==> src/rtl/rvcs_pkg.sv <==
// ----------------------------------------------------------------------------
// rvcs_pkg
// Shared types, register indexes, widths and the 2-bit level table of the
// voltage channel slicer.
// ----------------------------------------------------------------------------
package rvcs_pkg;

    localparam int DEFAULT_OFFSET_BITS = 28;
    localparam int STRIDE_W            = 29;
    localparam int IDX_W               = 28;
    localparam int VAL_W               = 20;
    localparam int CFG_IDX_W           = 3;

    // ceil(2^30 / 3); exact quotient for any 29-bit dividend
    localparam logic [29:0] DIV3_MUL   = 30'h1555_5556;
    localparam int          DIV3_SHIFT = 30;

    typedef enum logic [CFG_IDX_W-1:0] {
        CFG_EIGHT_BIT_MODE        = 3'd0,
        CFG_LAYOUT_SELECT         = 3'd1,
        CFG_SELECTED_CHANNEL      = 3'd2,
        CFG_SELECTED_POLARIZATION = 3'd3,
        CFG_POLS_PER_CHANNEL      = 3'd4,
        CFG_STRIDE_BYTES          = 3'd5,
        CFG_BLOCK_BYTES           = 3'd6
    } t_cfg_idx;

    localparam logic [1:0] LAYOUT_TIME_MAJOR   = 2'd0;
    localparam logic [1:0] LAYOUT_CHAN_BLOCKED = 2'd1;
    localparam logic [1:0] LAYOUT_POL_INTERLV  = 2'd2;

    localparam logic [2:0]          RST_NPOL        = 3'd4;
    localparam logic [STRIDE_W-1:0] RST_STRIDE      = 29'd256;
    localparam logic [STRIDE_W-1:0] RST_STRIDE_DIV3 = 29'd85;
    localparam logic [STRIDE_W-1:0] RST_BLOCK_BYTES = 29'd134217728;

    localparam logic signed [7:0] RANGE_MIN_INIT = 8'sd127;
    localparam logic signed [7:0] RANGE_MAX_INIT = -8'sd128;

    // Q8.12 levels for the four 2-bit codes
    function automatic logic signed [VAL_W-1:0] level_q12(input logic [1:0] code);
        logic signed [VAL_W-1:0] lvl;
        case (code)
            2'd0:    lvl = -20'sd13664;
            2'd1:    lvl = -20'sd4096;
            2'd2:    lvl = 20'sd4096;
            2'd3:    lvl = 20'sd13664;
            default: lvl = '0;
        endcase
        return lvl;
    endfunction

endpackage

==> src/rtl/raw_voltage_channel_slicer_core.sv <==
// ----------------------------------------------------------------------------
// raw_voltage_channel_slicer_core
// Picks the bytes of one channel and polarization out of a voltage data
// block and decodes them to Q8.12 samples.
// ----------------------------------------------------------------------------
// Usage:
//   Input channel (i_in_valid / o_in_ready) takes one payload byte per
//   request, in block order. Output channel (o_out_valid / i_out_ready)
//   gives one sample request for each selected byte, plus one for the last
//   byte of a block (block_done set) even when that byte is not selected.
//   Configuration is a plain write port (i_cfg_we, i_cfg_index, i_cfg_data);
//   write it only while no byte is in flight. Writes do not clear the block
//   counters.
//   The accepted byte sits in the input register and its result is loaded
//   into the result register once that register is free or being taken.
//   Throughput is one byte per cycle while the receiver does not stall; the
//   processing stage holds the position compares and the unit-fit multiply
//   (unit index plus one, times stride) that decide selection.
//   Reset clears the block counters and the running range and loads the
//   register defaults. When the receiver stalls, the result register holds
//   and the input register fills, then o_in_ready drops until the result is
//   taken.
// ----------------------------------------------------------------------------
module raw_voltage_channel_slicer_core #(
    parameter int OFFSET_BITS = rvcs_pkg::DEFAULT_OFFSET_BITS
) (
    input  logic                                 i_clk,
    input  logic                                 i_rst_n,
    input  logic                                 i_cfg_we,
    input  logic [rvcs_pkg::CFG_IDX_W-1:0]       i_cfg_index,
    input  logic [rvcs_pkg::STRIDE_W-1:0]        i_cfg_data,
    input  logic                                 i_in_valid,
    output logic                                 o_in_ready,
    input  logic [7:0]                           i_payload_byte,
    output logic                                 o_out_valid,
    input  logic                                 i_out_ready,
    output logic signed [rvcs_pkg::VAL_W-1:0]    o_sample_value,
    output logic [1:0]                           o_sample_code,
    output logic [rvcs_pkg::IDX_W-1:0]           o_sample_index,
    output logic signed [7:0]                    o_range_min,
    output logic signed [7:0]                    o_range_max,
    output logic                                 o_block_done
);
    import rvcs_pkg::*;

    localparam int OB = OFFSET_BITS;
    localparam int CW = ((OB > STRIDE_W) ? OB : STRIDE_W) + 1;
    localparam int XW = CW + 2;
    localparam int PW = OB + 1 + STRIDE_W;
    localparam int DW = STRIDE_W + 30;

    // configuration registers
    logic                r_eight;
    logic [1:0]          r_layout;
    logic [5:0]          r_chan;
    logic [1:0]          r_pol;
    logic [2:0]          r_npol_raw;
    logic [STRIDE_W-1:0] r_stride;
    logic [STRIDE_W-1:0] r_stride_div3;
    logic [STRIDE_W-1:0] r_block_bytes;
    logic [DW-1:0]       div3_prod;

    assign div3_prod = DW'(i_cfg_data) * DW'(DIV3_MUL);

    always_ff @(posedge i_clk) begin
        if (!i_rst_n) begin
            r_eight       <= 1'b0;
            r_layout      <= LAYOUT_TIME_MAJOR;
            r_chan        <= '0;
            r_pol         <= '0;
            r_npol_raw    <= RST_NPOL;
            r_stride      <= RST_STRIDE;
            r_stride_div3 <= RST_STRIDE_DIV3;
            r_block_bytes <= RST_BLOCK_BYTES;
        end else if (i_cfg_we) begin
            case (t_cfg_idx'(i_cfg_index))
                CFG_EIGHT_BIT_MODE:        r_eight    <= i_cfg_data[0];
                CFG_LAYOUT_SELECT:         r_layout   <= i_cfg_data[1:0];
                CFG_SELECTED_CHANNEL:      r_chan     <= i_cfg_data[5:0];
                CFG_SELECTED_POLARIZATION: r_pol      <= i_cfg_data[1:0];
                CFG_POLS_PER_CHANNEL:      r_npol_raw <= i_cfg_data[2:0];
                CFG_STRIDE_BYTES: begin
                    r_stride      <= i_cfg_data;
                    r_stride_div3 <= div3_prod[DIV3_SHIFT +: STRIDE_W];
                end
                CFG_BLOCK_BYTES:           r_block_bytes <= i_cfg_data;
                default: ;
            endcase
        end
    end

    // input and result registers
    logic        r_in_valid;
    logic [7:0]  r_in_byte;
    logic        r_out_valid;
    logic signed [VAL_W-1:0] r_out_value;
    logic [1:0]  r_out_code;
    logic [IDX_W-1:0] r_out_index;
    logic signed [7:0] r_out_min;
    logic signed [7:0] r_out_max;
    logic        r_out_done;

    // block state
    logic [OB-1:0] r_block_offset, n_block_offset;
    logic [OB-1:0] r_pos, n_pos;
    logic [OB-1:0] r_unit, n_unit;
    logic [1:0]    r_pol_phase, n_pol_phase;
    logic [OB-1:0] r_time, n_time;
    logic signed [7:0] r_run_min, n_run_min;
    logic signed [7:0] r_run_max, n_run_max;

    logic p_fire;
    logic p_emit;

    assign p_fire     = r_in_valid && (!r_out_valid || i_out_ready);
    assign o_in_ready = !r_in_valid || p_fire;

    // processing stage
    logic [2:0]          npol;
    logic [STRIDE_W-1:0] stride_div;
    logic [STRIDE_W-1:0] ulen;
    logic [STRIDE_W-1:0] len;
    logic [CW-1:0]       cap;
    logic [CW-1:0]       bb_ext;
    logic [CW-1:0]       bb_eff;
    logic [7:0]          target_cp;
    logic [7:0]          target_l0;
    logic [OB:0]         unit_p1;
    logic [PW-1:0]       unit_end;
    logic [OB:0]         time_p1;
    logic [XW-1:0]       time_span;
    logic                sel;
    logic                done;
    logic                wrap;
    logic [OB-1:0]       tidx;
    logic [1:0]          code;
    logic signed [7:0]   smp;
    logic signed [VAL_W-1:0] val;

    always_comb begin
        case (r_npol_raw)
            3'd0:    npol = 3'd1;
            3'd1:    npol = 3'd1;
            3'd2:    npol = 3'd2;
            3'd3:    npol = 3'd3;
            3'd4:    npol = 3'd4;
            default: npol = 3'd4;
        endcase
    end

    always_comb begin
        case (npol)
            3'd1:    stride_div = r_stride;
            3'd2:    stride_div = r_stride >> 1;
            3'd3:    stride_div = r_stride_div3;
            default: stride_div = r_stride >> 2;
        endcase
    end

    assign ulen = (!r_eight && r_layout == LAYOUT_POL_INTERLV) ? stride_div : r_stride;
    assign len  = (ulen == '0) ? STRIDE_W'(1) : ulen;

    assign cap    = CW'(1) << OB;
    assign bb_ext = CW'(r_block_bytes);
    always_comb begin
        if (bb_ext == '0) begin
            bb_eff = CW'(1);
        end else if (bb_ext > cap) begin
            bb_eff = cap;
        end else begin
            bb_eff = bb_ext;
        end
    end

    assign target_cp = 8'(r_chan) * 8'(npol) + 8'(r_pol);
    assign target_l0 = r_eight ? target_cp : 8'(r_chan);

    assign unit_p1  = (OB + 1)'(r_unit) + 1'b1;
    assign unit_end = PW'(unit_p1) * PW'(r_stride);

    assign time_p1 = (OB + 1)'(r_time) + 1'b1;
    always_comb begin
        case (npol)
            3'd1:    time_span = XW'(time_p1);
            3'd2:    time_span = XW'(time_p1) << 1;
            3'd3:    time_span = (XW'(time_p1) << 1) + XW'(time_p1);
            default: time_span = XW'(time_p1) << 2;
        endcase
    end

    always_comb begin
        sel  = 1'b0;
        tidx = '0;
        if (ulen != '0) begin
            if (r_layout == LAYOUT_TIME_MAJOR) begin
                sel  = (r_pos == OB'(target_l0)) && (unit_end <= PW'(bb_eff));
                tidx = r_unit;
            end else if (r_layout == LAYOUT_CHAN_BLOCKED ||
                         (r_layout == LAYOUT_POL_INTERLV && !r_eight)) begin
                sel  = (r_unit == OB'(target_cp));
                tidx = r_pos;
            end else if (r_layout == LAYOUT_POL_INTERLV) begin
                sel  = (r_unit == OB'(r_chan)) && (r_pol_phase == r_pol) &&
                       (time_span <= XW'(r_stride));
                tidx = r_time;
            end
        end
    end

    assign code = 2'((r_in_byte >> {r_pol, 1'b0}) & 8'd3);
    assign smp  = signed'(r_in_byte);

    always_comb begin
        n_run_min = r_run_min;
        n_run_max = r_run_max;
        val       = '0;
        if (sel) begin
            if (r_eight) begin
                val = {smp, 12'd0};
                if (smp < r_run_min) n_run_min = smp;
                if (smp > r_run_max) n_run_max = smp;
            end else begin
                val = level_q12(code);
            end
        end
    end

    assign done   = (CW'(r_block_offset) + CW'(1)) >= bb_eff;
    assign wrap   = (CW'(r_pos) + CW'(1)) >= CW'(len);
    assign p_emit = sel || done;

    always_comb begin
        n_block_offset = r_block_offset + 1'b1;
        n_pos          = r_pos;
        n_unit         = r_unit;
        n_pol_phase    = r_pol_phase;
        n_time         = r_time;
        if (wrap) begin
            n_pos       = '0;
            n_unit      = r_unit + 1'b1;
            n_pol_phase = '0;
            n_time      = '0;
        end else begin
            n_pos = r_pos + 1'b1;
            if ((3'(r_pol_phase) + 3'd1) >= npol) begin
                n_pol_phase = '0;
                n_time      = r_time + 1'b1;
            end else begin
                n_pol_phase = r_pol_phase + 1'b1;
            end
        end
    end

    always_ff @(posedge i_clk) begin
        if (!i_rst_n) begin
            r_in_valid     <= 1'b0;
            r_out_valid    <= 1'b0;
            r_block_offset <= '0;
            r_pos          <= '0;
            r_unit         <= '0;
            r_pol_phase    <= '0;
            r_time         <= '0;
            r_run_min      <= RANGE_MIN_INIT;
            r_run_max      <= RANGE_MAX_INIT;
        end else begin
            if (o_in_ready) begin
                r_in_valid <= i_in_valid;
            end
            if (p_fire) begin
                r_out_valid <= p_emit;
            end else if (i_out_ready) begin
                r_out_valid <= 1'b0;
            end
            if (p_fire) begin
                if (done) begin
                    // block ends: start the next one from scratch
                    r_block_offset <= '0;
                    r_pos          <= '0;
                    r_unit         <= '0;
                    r_pol_phase    <= '0;
                    r_time         <= '0;
                    r_run_min      <= RANGE_MIN_INIT;
                    r_run_max      <= RANGE_MAX_INIT;
                end else begin
                    r_block_offset <= n_block_offset;
                    r_pos          <= n_pos;
                    r_unit         <= n_unit;
                    r_pol_phase    <= n_pol_phase;
                    r_time         <= n_time;
                    r_run_min      <= n_run_min;
                    r_run_max      <= n_run_max;
                end
            end
        end
    end

    // payload registers
    always_ff @(posedge i_clk) begin
        if (o_in_ready && i_in_valid) begin
            r_in_byte <= i_payload_byte;
        end
        if (p_fire && p_emit) begin
            r_out_value <= val;
            r_out_code  <= (sel && !r_eight) ? code : 2'd0;
            r_out_index <= sel ? IDX_W'(tidx) : '0;
            r_out_min   <= n_run_min;
            r_out_max   <= n_run_max;
            r_out_done  <= done;
        end
    end

    assign o_out_valid    = r_out_valid;
    assign o_sample_value = r_out_value;
    assign o_sample_code  = r_out_code;
    assign o_sample_index = r_out_index;
    assign o_range_min    = r_out_min;
    assign o_range_max    = r_out_max;
    assign o_block_done   = r_out_done;

    a_done_clears: assert property (@(posedge i_clk) disable iff (!i_rst_n)
        p_fire && done |=> r_block_offset == '0 && r_pos == '0 && r_unit == '0)
        else $error("block counters not cleared after last byte");

    a_emit_loads: assert property (@(posedge i_clk) disable iff (!i_rst_n)
        p_fire && p_emit |=> r_out_valid && r_out_done == $past(done))
        else $error("result not loaded into output register");

    a_in_hold: assert property (@(posedge i_clk) disable iff (!i_rst_n)
        r_in_valid && !p_fire |=> r_in_valid && $stable(r_in_byte))
        else $error("stalled input byte lost or changed");

    a_offset_step: assert property (@(posedge i_clk) disable iff (!i_rst_n)
        p_fire && !done |=> r_block_offset == $past(r_block_offset) + 1'b1)
        else $error("block offset did not advance");

endmodule

==> config.mk <==
export PLATFORM = sky130hd
export DESIGN_NAME = raw_voltage_channel_slicer_core
export DESIGN_NICKNAME = d
export VERILOG_FILES = /design/src/rtl/rvcs_pkg.sv /design/src/rtl/raw_voltage_channel_slicer_core.sv
export SDC_FILE = /design/constraint.sdc
export NUM_CORES = 2
export LEC_CHECK = 0
export BUFFER_PORTS_ARGS = -buffer_cell sky130_fd_sc_hd__clkbuf_2
export CORE_MARGIN = 10
export CORE_UTILIZATION = 50
export CTS_CLUSTER_SIZE = 10
export DETAILED_ROUTE_END_ITERATION = 10
export MAX_ROUTING_LAYER = met4
export PLACE_DENSITY = 0.68
export SYNTH_ARGS = -nofsm -noshare
export SYNTH_HDL_FRONTEND = slang
export SYNTH_SLANG_ARGS = --single-unit
==> constraint.sdc <==
create_clock -name i_clk -period 32.1 [get_ports i_clk]
set_input_delay 4.815 -clock i_clk [delete_from_list [all_inputs] [get_ports i_clk]]
set_output_delay 4.815 -clock i_clk [all_outputs]
set_load 0.01 [all_outputs]
==> results by group <==
Route
  • Vias/cell: 5.87
  • DRC: 0
  • ANT nets after route: 0
  • Drt pass-1 iters: 6
  • Final wirelength: 218 mm
  • Routed length per placed instance: 25.3 microns
  • Via Count: 50703
  • Starting DRT DRC Count: 4787

Clock tree
  • Cts repair resizes: 0
  • CTS sink cnt: 298
  • Later-pin clock latency in the skew report: 0.61 ns
  • CTS tree: built
  • Root Buffer: clkbuf_16
  • Clock Tree Buf Depth: 3
  • H-tree depth: 2
  • Hold Buf Count CTS: 0
  • Post-CTS setup buffers: 0
  • Cts bufs inserted: 39
  • CTS clk-pin slew, worst paths: 0.06 ns

Floorplanning
  • Die Ht: 370 microns
  • Num rows: 128
  • Initial core utilization: 50.3%
  • Core ar.: 0.122 sq mm
  • I/O pins: 114
  • Die Width: 370 microns
  • Full die area: 0.137 sq mm

Setup path
  • Worst EP arrival: 14.89 ns
  • Worst Path Required: 32.33 ns
  • Crit path kind: reg -> reg
  • Largest fanout on the critical path: 58
  • Worst setup EP type: flip-flop
  • Worst setup SP type: flip-flop
  • CP most frequent cell: fa_1
  • CP max stage delay: 0.92 ns
  • Crit path max-delay cell type: nand3_2

Timing
  • Hold Fails Final Rpt: 0
  • Final setup viols: 0
  • Slew HR: 3.48%
  • Final Max Tran Viols: 0
  • Setup TNS: 0 ns
  • Unrepaired setup endpoints after global routing: no
  • Min Hold Slack: 0.452 ns
  • Worst-Margin Slew: 1.45 ns
  • Clock skew: 0.0521 ns
  • Final period util: 45.7%
  • Crit path time final: 14.65 ns
  • Achievable Freq: 0.0682 GHz

Yosys
  • Seq/Total Area, Yosys: 10.8%
  • Post-synthesis register bit count: 298
  • Synth top area cells: fa_1 34%, ha_1 15%, inv_1 8.0%
  • Synth top area share: 33.6%
  • Synthesized cell area: 0.0612 sq mm
  • Ys async rst share: 0%
  • Post-synth top flop: dfxtp_1
  • Top-count cell post-synth: inv_1
  • Cell count after synthesis: 7063
  • YS warnings: 0
  • Distinct cells, synth: 95
  • Post-synthesis area per instance: 8.66 sq um
  • Number of synthesized flops with an enable pin: 66
  • Post-synth top area cell: fa_1
  • List of most frequent post-synthesis cells: 1297 x inv_1, 1028 x fa_1, 793 x nand2_1

Pwr
  • Seq pwr share: 11.1%
  • Sw Share: 50.9%
  • Pwr/cell area: 58.1 mW/mm^2
  • Internal Pwr Total: 1850 uW
  • VDD IR max: 0.000255 V
  • Clk pwr share: 12.1%
  • Combinational power share: 76.8%
  • Psw: 1920 uW
  • Leakage: 0.0316 uW

Placement
  • IO buf count: 108
  • Routability congestion estimate: 1.04
  • Dpl hpwl: 172 mm

Outcome
  • Status: finished clean

Final layout
  • Fin util: 53.3%
  • Synth-to-Final Area Change: 5.98%
  • Nets: 8751
  • Share of layout cells above drive strength 1: 5.49%

GRT
  • First-pass GRT wire length: 331 mm
  • Initial antenna violation count: 15
  • GR Overflow Total: 0
  • Pin count of the biggest net entering global routing: 94
  • Number of global-route vias before repair: 52734
  • GRT Total Usage: 32.9%

Run
  • Max-cap check violation count: 0

Worst hold path
  • HP Class: reg -> reg
[flip-flops by register name (all words and copies together) (netlist names)]
signal          count
o_out_valid         1
r_layout            2
o_block_done        1
o_sample_value     11
r_block_offset     28
r_time             28
r_chan              6
r_unit             28
r_npol_raw          3
r_run_min           8
o_range_max         8
r_in_byte           8
o_sample_code       2
r_pol_phase         2
r_block_bytes      29
o_sample_index     28
o_range_min         8
r_stride_div3      28
r_pol               2
r_eight             1
r_in_valid          1
r_run_max           8
r_pos              28
r_stride           29
[critical path, delay by kind of cell, from the launching register on]
kind                       cells  cell delay, ns
xor gates and xnor gates       2            0.43
DFF                            1            0.56
buffers and inverters          6            1.65
and+or+nand+nor               16            3.66
AOI/OAI and AO/OA              7            2.72
adders and majority gates     11            5.17
[layer usage]
layer,up-vias,global-route usage [%],routed length (microns)
met2,2420,50.6,99100
li1,22358,-,-
met3,550,7.79,21700
met5,-,-,0
met4,0,16.5,13100
met1,25375,40.5,84400
[final cells by class]
type | instances | area, sq um
fill | 11528 | 56900
antenna | 12 | 30.0
sequential | 298 | 6630
clock buffer | 58 | 1120
timing repair buffer | 239 | 1520
clock inverter | 9 | 166
inverter | 1311 | 4920
tap | 1625 | 2030
multi-input combinational | 5080 | 48400
[layout by cell type, fill, tap and decap left out, drive strengths merged, types with 131 or more instances in the layout]
cell / netlist / final
a21oi: 325 / 325
and2: 202 / 202
buf: 53 / 131
clkbuf: 325 / 166
dfxtp: 232 / 232
fa: 1028 / 1028
ha: 709 / 709
inv: 1299 / 1300
nand2: 793 / 793
nor2: 541 / 541
o21ai: 165 / 165
xnor2: 141 / 141
[kinds of logic (layout without fill, tap and decap cells)]
family / Yosys count / after routing / share of synthesized area, %
flip-flops: 298 / 298 / 10.8
AO/OA/AOI/OAI: 948 / 948 / 10.0
AND/OR/NAND/NOR: 2047 / 2047 / 15.3
multiplexers: 102 / 102 / 1.75
buffers and inverters: 1689 / 1617 / 10.5
other: 1 / 17 / 0.00613
XOR/XNOR: 241 / 241 / 3.47
adder cells (fa/ha/maj): 1737 / 1737 / 48.1
[path summary, 6_finish.rpt]
kind                          from            endpoint  slack, ns  cells past startpoint
setup reg to reg         r_unit[0]  o_sample_index[24]      17.45                     42
hold / removal    r_stride_div3[8]    r_stride_div3[8]       0.45                      2
setup / recovery         r_unit[0]  o_sample_index[24]      17.45                     42
hold reg to reg   r_stride_div3[8]    r_stride_div3[8]       0.45                      2
[power groups by stage]
| stage | clock network [uW] | registers (uW) | logic [uW] |
|---|---|---|---|
| global route | 469 | 419 | 3230 |
| CTS | 457 | 417 | 2870 |
| finish | 454 | 418 | 2890 |
| global placement | 0 | 424 | 2790 |
| floorplan | 0 | 418 | 2030 |
| detailed placement | 0 | 425 | 2850 |
[through the flow]
stage	worst slack, ns	cell area (sq um)	cells	total power [uW]
floorplan	18.25	61200	7067	2450
global placement	17.84	63500	8553	3210
detailed placement	17.67	63500	8553	3270
CTS	17.59	64800	8620	3740
global route	16.64	64800	8628	4120
finish	17.45	64800	8632	3770
Note: power is estimated with default switching activity, not from simulation.
